`config.mk`:
```
export PLATFORM = sky130hd
export DESIGN_NAME = ppmfd_step
export DESIGN_NICKNAME = d
export VERILOG_FILES = /design/src/rtl/ppmfd_pkg.sv /design/src/rtl/ppmfd_step.sv
export SDC_FILE = /design/constraint.sdc
export NUM_CORES = 1
export LEC_CHECK = 0
export BUFFER_PORTS_ARGS = -buffer_cell sky130_fd_sc_hd__buf_2
export CAP_MARGIN = 20
export CORE_ASPECT_RATIO = 0.6
export CORE_MARGIN = 2
export CORE_UTILIZATION = 50
export DETAILED_ROUTE_END_ITERATION = 8
export PLACE_DENSITY = 0.95
export SYNTH_ARGS = -nofsm -noshare
export SYNTH_HDL_FRONTEND = slang
export SYNTH_SLANG_ARGS = --single-unit
```
`constraint.sdc`:
```
create_clock -name vclk -period 10.6
set_input_delay 1.06 -clock vclk [all_inputs]
set_output_delay 1.06 -clock vclk [all_outputs]
set_load 0.02 [all_outputs]
```
`src/rtl/ppmfd_pkg.sv`:
```
// ---------------------------------------------------------------------------
// ppmfd_pkg
// Shared types and constants of the PPM frame decoder.
// ---------------------------------------------------------------------------
package ppmfd_pkg;

   localparam int MAX_CHANNELS_DEFAULT = 16;

   // channel position: minus one (all ones) or 0..31
   localparam int              POS_WIDTH = 6;
   localparam logic [POS_WIDTH-1:0] POS_NONE = 6'h3F;
   localparam logic [POS_WIDTH-1:0] POS_TOP  = 6'd31;

   localparam int CSR_INDEX_WIDTH = 3;
   localparam int CSR_DATA_WIDTH  = 16;

   typedef enum logic [CSR_INDEX_WIDTH-1:0] {
      CSR_SYNC_THRESHOLD = 3'd0,
      CSR_MAX_CHANNELS   = 3'd1,
      CSR_RANGE_CHECK    = 3'd2,
      CSR_RANGE_MIN      = 3'd3,
      CSR_RANGE_MAX      = 3'd4
   } csr_index_type;

   localparam logic [15:0] SYNC_THRESHOLD_RESET = 16'd3000;
   localparam logic [4:0]  MAX_CHANNELS_RESET   = 5'd8;
   localparam logic        RANGE_CHECK_RESET    = 1'b0;
   localparam logic [15:0] RANGE_MIN_RESET      = 16'd0;
   localparam logic [15:0] RANGE_MAX_RESET      = 16'hFFFF;

   typedef enum logic [2:0] {
      PHASE_WAIT  = 3'b001,
      PHASE_LEARN = 3'b010,
      PHASE_RUN   = 3'b100
   } phase_type;

   typedef struct packed {
      logic [31:0] edge_time;
   } req_payload_type;

   typedef struct packed {
      logic [15:0] pulse_width;
      logic [3:0]  channel_index;
      logic        accepted;
      logic        frame_complete;
      logic [4:0]  channels_seen;
   } rsp_payload_type;

   typedef struct packed {
      logic [15:0] sync_threshold;
      logic [4:0]  max_channels;
      logic        range_check;
      logic [15:0] range_min;
      logic [15:0] range_max;
   } cfg_type;

   typedef struct packed {
      logic [31:0]          last_edge_time;
      logic                 have_edge;
      phase_type            phase;
      logic [POS_WIDTH-1:0] position;
      logic [4:0]           learned;
   } track_type;

endpackage

```
`src/rtl/ppmfd_step.sv`:
```
// ---------------------------------------------------------------------------
// ppmfd_step
// Per-edge decode: interval, sync detect, phase machine, channel result.
// ---------------------------------------------------------------------------
module ppmfd_step import ppmfd_pkg::*; #(
   parameter int MAX_CHANNELS = MAX_CHANNELS_DEFAULT
) (
   input  cfg_type         cfg,
   input  track_type       track,
   input  logic [31:0]     edge_time,
   output track_type       track_next,
   output rsp_payload_type rsp
);

   localparam logic [POS_WIDTH-1:0] ParamLimit = POS_WIDTH'(MAX_CHANNELS);

   logic [15:0]          diff;
   logic                 is_sync;
   logic [POS_WIDTH-1:0] limit;
   logic [POS_WIDTH-1:0] pos_adv;
   logic [POS_WIDTH-1:0] pos_inc;
   logic                 in_limit;
   logic                 in_range;

   always_comb begin
      diff    = track.have_edge ? 16'(edge_time - track.last_edge_time) : 16'd0;
      is_sync = (diff >= cfg.sync_threshold);

      limit = (POS_WIDTH'(cfg.max_channels) > ParamLimit) ? ParamLimit
                                                           : POS_WIDTH'(cfg.max_channels);

      // saturating advance from minus one
      if (track.position == POS_NONE) begin
         pos_adv = '0;
      end else if (track.position < POS_TOP) begin
         pos_adv = track.position + POS_WIDTH'(1);
      end else begin
         pos_adv = POS_TOP;
      end
      pos_inc  = pos_adv + POS_WIDTH'(1);
      in_limit = (pos_adv <= POS_TOP) && (pos_adv < limit);
      in_range = !cfg.range_check || ((diff >= cfg.range_min) && (diff <= cfg.range_max));
   end

   always_comb begin
      track_next                = track;
      track_next.last_edge_time = edge_time;
      track_next.have_edge      = 1'b1;
      rsp                       = '0;

      unique case (track.phase)
         PHASE_WAIT: begin
            if (is_sync) track_next.phase = PHASE_LEARN;
         end
         PHASE_LEARN: begin
            if (!is_sync) begin
               track_next.position = pos_adv;
               if (in_limit && (pos_inc > POS_WIDTH'(track.learned))) begin
                  track_next.learned = 5'(pos_inc);
               end
            end else begin
               track_next.position = POS_NONE;
               track_next.phase    = PHASE_RUN;
            end
         end
         PHASE_RUN: begin
            if (!is_sync) begin
               track_next.position = pos_adv;
               if (in_limit && in_range) begin
                  rsp.accepted       = 1'b1;
                  rsp.pulse_width    = diff;
                  rsp.channel_index  = 4'(pos_adv);
                  rsp.frame_complete = (diff != 16'd0) &&
                                       (pos_inc >= POS_WIDTH'(track.learned));
               end
            end else begin
               track_next.position = POS_NONE;
            end
         end
         default: begin
         end
      endcase

      rsp.channels_seen = track_next.learned;
   end

endmodule

```
Word level (Yosys, flattened, before mapping)
Cells that the tools add are included.
{"block": "word_totals", "input_bits": 133, "wordCells": 40, "reg_bits": 0}
{"block": "op_classes", "n_addsub": 3, "reduce_logical": 9, "eq_ne": 4, "mux": 15, "order_cmp": 9}
{"operator": "$mux W22", "count": 3}
{"operator": "$ge A16 B16 Y1", "count": 2}
{"operator": "$mux W6", "count": 4}
{"operator": "$mux W5", "count": 4}
{"operator": "$le A16 B16 Y1", "count": 1}
{"operator": "$mux W16", "count": 1}
{"operator": "$reduce_bool A16 Y1", "count": 1}
{"operator": "$sub A16 B16 Y16", "count": 1}
{"operator": "$add A6 B1 Y6 const B", "count": 2}
{"operator": "$eq A6 B6 Y1 const B", "count": 1}
{"operator": "$ge A6 B5 Y1", "count": 1}
{"operator": "$gt A6 B5 Y1", "count": 1}
{"operator": "$le A6 B5 Y1 const B", "count": 1}
{"operator": "$lt A6 B5 Y1", "count": 1}
{"operator": "$lt A6 B5 Y1 const B", "count": 1}
{"operator": "$mux W3", "count": 2}
{"operator": "$pmux W3 S2", "count": 1}
{"operator": "$gt A5 B5 Y1 const B", "count": 1}
{"operator": "$logic_and A1 B1 Y1", "count": 5}
{"operator": "$eq A3 B1 Y1 const B", "count": 1}
{"operator": "$eq A3 B2 Y1 const B", "count": 1}
{"operator": "$eq A3 B3 Y1 const B", "count": 1}
{"operator": "$reduce_or A2 Y1", "count": 1}
{"operator": "$logic_not A1 Y1", "count": 1}
{"operator": "$logic_or A1 B1 Y1", "count": 1}

Logic depth before layout (Yosys ltp)
Gate-level depths: netlist (run 1).
{"block": "depth", "ltp_word": 9, "mapped_depth": 20, "depth_no_buf": 20}

Worst setup path after synthesis (run 1)
No wires, ideal clock.
{"block": "synth_timing", "path_kind": "input port to output port", "startpoint": "in track[21] in the netlist's numbering", "endpoint": "out rsp[5] in the netlist's numbering", "path_stages": 18, "setup_slack_ps": 4525, "required_ps": 9540, "n_path_buf": 0, "arrival_ps": 5015, "path_cell_list": "inv_1 > ha_1 > a211o_1 > inv_1 > a21oi_1 > a2111oi_0 > a22oi_1 > xnor2_1 > nor2_1 > ha_1 > and3_1 > and4_1 > o21a_1 > o22ai_1 > a211oi_1 > o21ai_0 > nand3_2 > a211oi_1"}
{"element": "start: declaration", "line_no": "ppmfd_step.sv:9", "source": "input track_type track,"}
{"element": "end: declaration", "line_no": "ppmfd_step.sv:12", "source": "output rsp_payload_type rsp"}

==> flow_summary_export.csv, run 1 <==
group,metric,value,unit
yosys,synth_top_family_by_area,"compound AO/OA/AOI/OAI gates",
timing,slew-limit-headroom,41.7,%
yosys,syn_inst,506,
timing,whs,2.12,ns
timing,fmax,142,MHz
run,max_cap_violations,0,
timing,hold_viol,0,
grt,grt_pass1_wl,16200,um
yosys,yosysSeqAreaShare,0,%
yosys,synth_xor_area_share,2.79,%
grt,grt_max_degree,18,
clock_tree,cts_setup_buffers,0,
timing,setup-violations-final,0,
yosys,netlist_area,3460,um2
worst_setup_path,crit_type,"in2out",
pwr,vdd_drop_max,0.0318,mV
worst_setup_path,end_kind,"output pin",
yosys,avgSynthCellArea,6.83,um2
yosys,synth.net_count,711,
drt,ant_nets,0,
pwr,leakage,2.40,nW
layout,final_cell_area,4020,um2
pwr,power_density,58.3,nW/um2
yosys,synth_cell_type_count,64,
place,portBuffers,158,
die,num_io_pins,207,
drt,avgViaCountPerCell,5.75,
pwr,intPower,0.0947,mW
layout,drive_gt1_share,28.4,%
die,rows,23,
yosys,synth_mux_area_share,2.24,%
layout,mostFrequentLayoutCell,"buf_2",
worst_setup_path,start_kind,"input port",
drt,dr.first_iter.drc_count,368,
layout,seq_cells,0,
worst_setup_path,crit_arrival,5.98,ns
layout,nClkBuffers,0,
worst_setup_path,critical_path_required,9.54,ns
place,placed_area,4020,um2
worst_setup_path,startpoint,"edge_time[0]",
pwr,pwr-share-comb,100.0,%
timing,worst_pin_slew,0.873,ns
grt,antenna_found_initial,0,
grt,grt_pass1_vias,3556,
worst_setup_path,path_max_fanout,17,
yosys,yosysWarnings,0,
timing,finalSetupTns,0,ns
die,start_util,51.8,%
drt,drt-total-wl,10500,um
yosys,yosys.area_share.simple,21.2,%
die,fp.dieH,68.4,um
timing,drv_slew,0,
timing,min_period,7.04,ns
place,routabilityCongestion,0.958,
pwr,p_clk_share,0,%
grt,overflow,0,
die,die_w,111,um
layout,layout.nets,823,
grt,grt-busiest-layer,"met2",
layout,num_antenna_cells,0,
die,die_area,7620,um2
grt,grt.met2_usage,44.6,%
clock_tree,cts_hold_buf,0,
pwr,pwr-share-seq,0,%
die,fp.coreArea,6680,um2
outcome,status,"completed",
clock_tree,cts_resized,0,
timing,rsz0062_at_grt,"no",
layout,register_area,0,um2
layout,syn2layout_area_growth,16.3,%
pwr,swShare,59.6,%
grt,use_met3,1.24,%
timing,period_share,66.4,%
grt,grtUsageMet1,35.6,%
worst_hold_path,hp-class,"in2out",
grt,grtUsageTotal,25.3,%
drt,wl_per_cell,15.0,um
pwr,power.switching,0.140,mW
worst_hold_path,hold_start,"edge_time[22]",
drt,vias,4044,
drt,route.detailed.drc,0,
place,place_hpwl,9070,um
yosys,synth_compound_area_share,27.6,%
yosys,synthAdderAreaFrac,26.9,%
layout,mostFrequentLayoutCells,"buf_2, inv_1, ha_1",
drt,drt_first_pass_iters,6,
cell usage after synthesis, types with 5 or more instances:
master / instances / share of area, %
o21a_1: 9 / 2.0
o31ai_1: 5 / 1.1
nor2_1: 47 / 5.1
ha_1: 71 / 26
a21o_1: 12 / 2.6
xnor2_1: 10 / 2.5
nand4_1: 6 / 1.1
a21oi_1: 27 / 3.9
o211ai_1: 5 / 1.1
nor3_1: 8 / 1.2
and2_1: 7 / 1.3
nand2b_1: 7 / 1.3
o21ai_0: 22 / 3.2
mux2_2: 6 / 2.0
and3_1: 7 / 1.3
a211oi_1: 7 / 1.5
nand3_1: 10 / 1.4
inv_1: 86 / 9.3
nor2b_1: 8 / 1.4
o22ai_1: 5 / 0.90
nand2_1: 22 / 2.4
buf_4: 38 / 8.3
a31oi_1: 9 / 1.6
routing by layer:
metal / part of all wire (%) / vias to the layer above
met5: 0 / -
met4: 0.98 / 0
met3: 7.1 / 13
met2: 46 / 187
met1: 46 / 1859
li1: - / 1985
critical path, stage by stage:
cell       delay, ns
buf_2           0.10
inv_1           0.05
ha_1            0.19
fa_1            0.22
nor2b_1         0.08
o31ai_2         0.34
a21oi_1         0.12
a2111oi_0       0.73
a22oi_1         0.25
xnor2_1         0.22
nor2_1          0.32
ha_1            0.32
and3_1          0.18
and4_1          0.23
o21a_1          0.17
o22ai_1         0.21
a211oi_1        0.12
o21ai_0         0.23
nand3_2         0.34
a211oi_1        0.28
buf_2           0.21
kinds of logic (layout without fill, tap and decap cells):
group	count (synthesis)	count (layout)
buffers and inverters	135	245
muxes	7	7
adders and majority gates	74	74
other	1	1
xor gates and xnor gates	11	11
and+or+nand+nor	142	142
AOI/OAI and AO/OA	136	136
per-stage QoR:
step | setup WS, ns | total power [mW] | instances | utilization (%)
2_1_floorplan | 4.52 | 0.174 | 506 | -
3_3_place_gp | 3.82 | 0.216 | 703 | 60.2
3_5_place_dp | 3.63 | 0.229 | 703 | 60.2
4_1_cts | 3.62 | 0.231 | 703 | 60.2
5_1_grt | 3.23 | 0.259 | 703 | 60.2
6_report | 3.56 | 0.234 | 703 | 60.2
power groups by stage:
stage,clock [mW],combinational (mW),sequential [mW]
2_1_floorplan,0,0.174,0
5_1_grt,0,0.259,0
3_5_place_dp,0,0.229,0
4_1_cts,0,0.231,0
6_report,0,0.234,0
3_3_place_gp,0,0.216,0
final timing paths:
check,endpoint,slack [ns],cells after the start
max,rsp[5],3.56,21
min,track_next[37],2.12,0
area by class of cell:
cell class / count / area, um2
Fill cell: 634 / 2660
Multi-Input combinational cell: 371 / 2790
Tap cell: 87 / 109
Timing Repair Buffer: 158 / 791
Inverter: 87 / 327
(Power assumes the default switching activity.)
==> run 2: changes to the inputs <==
ABC_AREA = 1   (was not set)
CORE_UTILIZATION = 46   (was 50)
PLACE_DENSITY = 0.93   (was 0.95)
clock period = 6.9 ns   (was 10.6 ns; I/O delays follow)
==> run 2 against run 1 <==
First-iteration DRC count fell by 16%. Combinational power rose by 44%. Die area rose by 8.4%. Critical path type unchanged. Highest routed layer unchanged.
==> flow_summary_export.csv, run 2 <==
group,metric,value,unit
outcome,status,"completed",
worst_setup_path,path_max_fanout,22,
clock_tree,cts_hold_buf,0,
clock_tree,cts_resized,0,
pwr,intPower,0.127,mW
timing,setup-violations-final,0,
worst_hold_path,min_to,"track_next[36]",
place,routabilityCongestion,0.940,
yosys,synth.net_count,797,
drt,vias,3870,
drt,dr.first_iter.drc_count,308,
drt,ant_nets,0,
die,rows,24,
timing,period_share,74.9,%
pwr,leakage,2.74,nW
place,place_hpwl,8400,um
timing,rsz0062_at_grt,"no",
drt,drt_first_pass_iters,5,
grt,antenna_found_initial,0,
layout,fillers,720,
worst_setup_path,crit_arrival,4.48,ns
layout,num_antenna_cells,0,
timing,drv_slew,0,
die,die_w,116,um
grt,grtUsageTotal,22.1,%
grt,grt_pass1_vias,3459,
pwr,p_clk_share,0,%
worst_hold_path,hp-class,"in2out",
clock_tree,cts_setup_buffers,0,
yosys,netlist_area,3460,um2
yosys,yosys-top-cells-area,"ha_1, inv_1, nand2_1",
layout,mostFrequentLayoutCell,"buf_2",
worst_setup_path,crit_type,"in2out",
worst_setup_path,end_kind,"output pin",
timing,min_period,5.17,ns
pwr,swShare,62.2,%
layout,layout.nets,915,
pwr,pwr-share-seq,0,%
run,max_cap_violations,0,
yosys,avgSynthCellArea,5.85,um2
yosys,syn_inst,592,
timing,slew-limit-headroom,55.5,%
place,place_inst,812,
worst_hold_path,hold_start,"edge_time[21]",
yosys,yosysTopAreaCell,"ha_1",
worst_setup_path,startpoint,"edge_time[2]",
die,fp.coreArea,7270,um2
drt,route.detailed.drc,0,
layout,instances_no_fill,812,
grt,overflow,0,
drt,drt-total-wl,9370,um
worst_hold_path,whs_path_depth,0,
grt,grt_pass1_wl,15200,um
grt,grt_max_degree,23,
die,num_io_pins,207,
layout,multiInputGateArea,2600,um2
drt,avgViaCountPerCell,4.77,
layout,register_area,0,um2
yosys,yosysMostFrequentCell,"inv_1",
die,fp.dieH,71.2,um
layout,syn2layout_area_growth,17.5,%
yosys,synth_cell_type_count,43,
place,portBuffers,158,
yosys,yosysWarnings,0,
layout,nClkBuffers,0,
yosys,synth_commonest_cells,"inv_1, nand2_1, ha_1",
pwr,power_density,82.9,nW/um2
layout,mostFrequentLayoutCells,"buf_2, inv_1, nand2_1",
layout,drive_gt1_share,29.9,%
worst_setup_path,start_kind,"input port",
pwr,vdd_drop_max,0.0346,mV
pwr,pwr-share-comb,100.0,%
worst_setup_path,critical_path_required,6.21,ns
timing,hold_viol,0,
die,start_util,47.6,%
timing,worst_pin_slew,0.663,ns
yosys,synth_top_area_share,25.7,%
drt,wl_per_cell,11.5,um
layout,seq_cells,0,
die,die_area,8260,um2
pwr,power.switching,0.210,mW
yosys,yosysSeqAreaShare,0,%
timing,fmax,193,MHz
timing,finalSetupTns,0,ns
## run 2: cell count changes after synthesis, sizes merged, moves of 8 or more
cell / delta
a21o: -12
inv: +59
nand2: +115
nand3: +25
nor2: +11
nor2b: -8
o21ai: -9
xnor2: -9
## run 2: worst max-delay path by stage
stage	slack [ns]	cells past startpoint	end
finish	1.73	24	rsp[22]
global route	1.37	25	rsp[22]
CTS	1.85	25	rsp[22]
detailed placement	1.86	25	rsp[22]
global placement	1.88	25	rsp[22]
floorplan	2.61	21	track_next[0]
## run 2: critical path, stage by stage
cell and delay, ns:
buf_2 0.10, ha_1 0.35, nand3_1 0.09, nand2_1 0.09, nand2_1 0.07, nand2_1 0.06
o21ai_0 0.09, o21ai_0 0.45, nand3_1 0.19, nand3b_1 0.13, nand3_1 0.20, inv_1 0.21
ha_1 0.27, a21oi_1 0.13, o21a_1 0.13, nand2_1 0.05, nand3_1 0.06, nand2_1 0.11
nand2_2 0.10, nand2_4 0.11, nor2_4 0.14, nand2_4 0.24, nor2_2 0.20, buf_2 0.19
## run 2: cell type report
cell class / count / share of cell area [%]
multi-input cells: 404 / 63.9
repair buffers: 158 / 19.4
inverters: 146 / 13.5
well taps: 104 / 3.20
## run 2: stage by stage
step | cell area (um2) | setup WS [ns] | utilization, % | total power, mW | hold slack (ns)
after floorplan | 3460 | 2.61 | - | 0.257 | 1.49
after global placement | 4070 | 1.88 | 56.0 | 0.325 | 1.38
after detailed placement | 4070 | 1.86 | 56.0 | 0.333 | 1.38
after CTS | 4070 | 1.85 | 56.0 | 0.335 | 1.38
after global routing | 4070 | 1.37 | 56.0 | 0.386 | 1.38
final | 4070 | 1.73 | 56.0 | 0.337 | 1.38
## run 2: routing by layer
| layer | share of wire (%) | GRT usage [%] | vias to the layer above |
|---|---|---|---|
| met5 | 0 | 0 | - |
| met4 | 0.16 | 0.794 | 0 |
| met3 | 7.4 | 1.80 | 2 |
| met2 | 42 | 36.1 | 165 |
| met1 | 50 | 33.2 | 1650 |
| li1 | - | - | 2053 |
## run 2: cells by family after synthesis
group / count (synthesis) / synth area share [%]
buffers and inverters: 188 / 24.9
adders and majority gates: 72 / 26.2
xor gates and xnor gates: 4 / 1.01
other: 1 / 0.108
and+or+nand+nor: 259 / 36.1
AOI/OAI and AO/OA: 68 / 11.6
## run 2: power by group through the flow
stage	Clock [mW]	Sequential (mW)	Combinational (mW)
3_3_place_gp	0	0	0.325
4_1_cts	0	0	0.335
3_5_place_dp	0	0	0.333
6_report	0	0	0.337
5_1_grt	0	0	0.386
2_1_floorplan	0	0	0.257
==> run 3: changes to the inputs <==
ABC_AREA = 0   (was 1)
CORE_UTILIZATION = 42   (was 46)
PLACE_DENSITY = 0.9   (was 0.93)
clock period = 4.3 ns   (was 6.9 ns; I/O delays follow)
==> run 3 against run 2 <==
The run now ends with DRC, setup timing left. Via count rose by 39%. Non-clock buffer count rose by 112. Die area rose by 8.9%. First-iteration DRC count rose by 150%. Global-route usage rose by 9.4 points. Critical path type unchanged. Highest routed layer unchanged.
==> flow_summary_export.csv, run 3 (synthesis gave the netlist of run 1 again) <==
group,metric,value,unit
outcome,status,"finished with violations",
outcome,failed_checks,"DRC, setup timing",
die,die_w,121,um
layout,drive_gt1_share,53.6,%
worst_setup_path,cp.depth,23,
place,portBuffers,158,
pwr,leakage,3.10,nW
drt,drt-total-wl,18500,um
pwr,swShare,54.9,%
pwr,p_clk_share,0,%
drt,dr.first_iter.drc_count,758,
pwr,pwr-share-seq,0,%
pwr,power.switching,0.545,mW
layout,mostFrequentLayoutCell,"buf_2",
layout,register_area,0,um2
worst_setup_path,worstPathCellList,"buf_2 > inv_2 > ha_4 > nor2b_4 > o31ai_4 > a211o_1 > a21oi_2 > a311o_1 > o2111ai_2 > inv_2 > buf_6 > ha_4 > and3_4 > and4_4 > o21a_1 > o22ai_2 > a211oi_2 > o21ai_2 > nand3_4 > buf_4 > clkbuf_16 > nor2_4 > buf_6",
timing,worst_pin_slew,0.675,ns
grt,overflow,0,
worst_setup_path,cpPeakStageDelay,0.34,ns
worst_setup_path,cp_top_family,"compound AO/OA/AOI/OAI gates",
layout,seq_cells,0,
worst_hold_path,whs_path_depth,0,
worst_hold_path,hp-class,"in2out",
layout,layout.nets,935,
drt,ant_nets,0,
pwr,pwr-share-comb,100.0,%
run,max_cap_violations,0,
timing,finalSetupTns,-17.71,ns
place,placed_area,4930,um2
die,start_util,43.7,%
grt,antenna_found_initial,0,
layout,num_antenna_cells,0,
layout,nClkBuffers,0,
worst_setup_path,critical_path_required,3.87,ns
pwr,intPower,0.449,mW
layout,final_cell_area,5860,um2
worst_setup_path,cp_slowest_cell,"a211o_1",
worst_setup_path,start_kind,"input port",
grt,grtUsageTotal,31.5,%
drt,wl_per_cell,22.2,um
timing,setup_ws,-0.602,ns
worst_setup_path,crit_arrival,4.47,ns
drt,route.detailed.drc,2,
timing,rsz0062_at_grt,"yes",
timing,hold_viol,0,
timing,fmax,204,MHz
grt,grt_max_degree,17,
place,place_hpwl,10700,um
place,routabilityCongestion,0.982,
pwr,vdd_drop_max,0.0903,mV
drt,avgViaCountPerCell,6.42,
place,dp_slack,-0.460,ns
place,place_inst,812,
timing,period_share,114,%
worst_setup_path,end_kind,"output pin",
drt,drt_first_pass_iters,9,
timing,min_period,4.90,ns
timing,setup-violations-final,41,
layout,syn2layout_area_growth,69.6,%
worst_setup_path,path_buf_inv,7,
pwr,power_density,170,nW/um2
layout,mostFrequentLayoutCells,"buf_2, buf_4, inv_1",
drt,vias,5369,
die,fp.dieH,74.3,um
grt,grt_pass1_wl,22800,um
layout,fillers,491,
worst_setup_path,crit_type,"in2out",
die,die_area,9000,um2
timing,slew-limit-headroom,54.9,%
die,fp.coreArea,7910,um2
layout,instances_no_fill,836,
die,rows,25,
grt,grt_pass1_vias,4770,
worst_setup_path,path_max_fanout,4,
die,num_io_pins,207,
timing,whs,0.860,ns
pwr,p_total,0.994,mW
timing,drv_slew,0,
layout,final_util,74.1,%
## run 3: cell count changes in the layout (fill, tap and decap cells not counted), sizes merged, moves of 8 or more
cell / before / now
a21o: 0 / 12
buf: 158 / 269
inv: 146 / 86
nand2: 137 / 22
nand3: 36 / 11
nor2: 58 / 47
nor2b: 0 / 8
o21ai: 13 / 22
xnor2: 1 / 10
## run 3: metal layers
layer | track usage (%) | up-vias | share of wire, %
met5 | 0 | - | 0
met4 | 13.2 | 0 | 8.6
met3 | 6.67 | 193 | 14
met2 | 54.3 | 563 | 42
met1 | 38.7 | 2409 | 36
li1 | - | 2204 | -
## run 3: layout make-up
cell class	count	area (um2)	area share (%)
Multi-Input combinational cell	371	3480	59.4
Tap cell	108	135	2.31
Timing Repair Buffer	270	1900	32.4
Inverter	87	344	5.87
## run 3: repair_timing
item / 4_1_cts / 5_1_grt
hold buffers: 0 / 0
setup endpoints to repair: 41 / 41
buffers inserted: 11 / 13
resized for setup: 103 / 75
hold endpoints to repair: 0 / 0
cloned: 1 / 1
pin swaps: 23 / 40
## run 3: path summary, 6_finish.rpt
kind | startpoint | endpoint | slack, ns
hold / removal | edge_time[22] | track_next[37] | 0.86
setup / recovery | track[16] | rsp[10] | -0.60
## run 3: power groups by stage
stage | registers, mW | clock network (mW) | logic, mW
6_report | 0 | 0 | 0.994
5_1_grt | 0 | 0 | 1.03
4_1_cts | 0 | 0 | 0.806
3_5_place_dp | 0 | 0 | 0.727
3_3_place_gp | 0 | 0 | 0.683
2_1_floorplan | 0 | 0 | 0.462
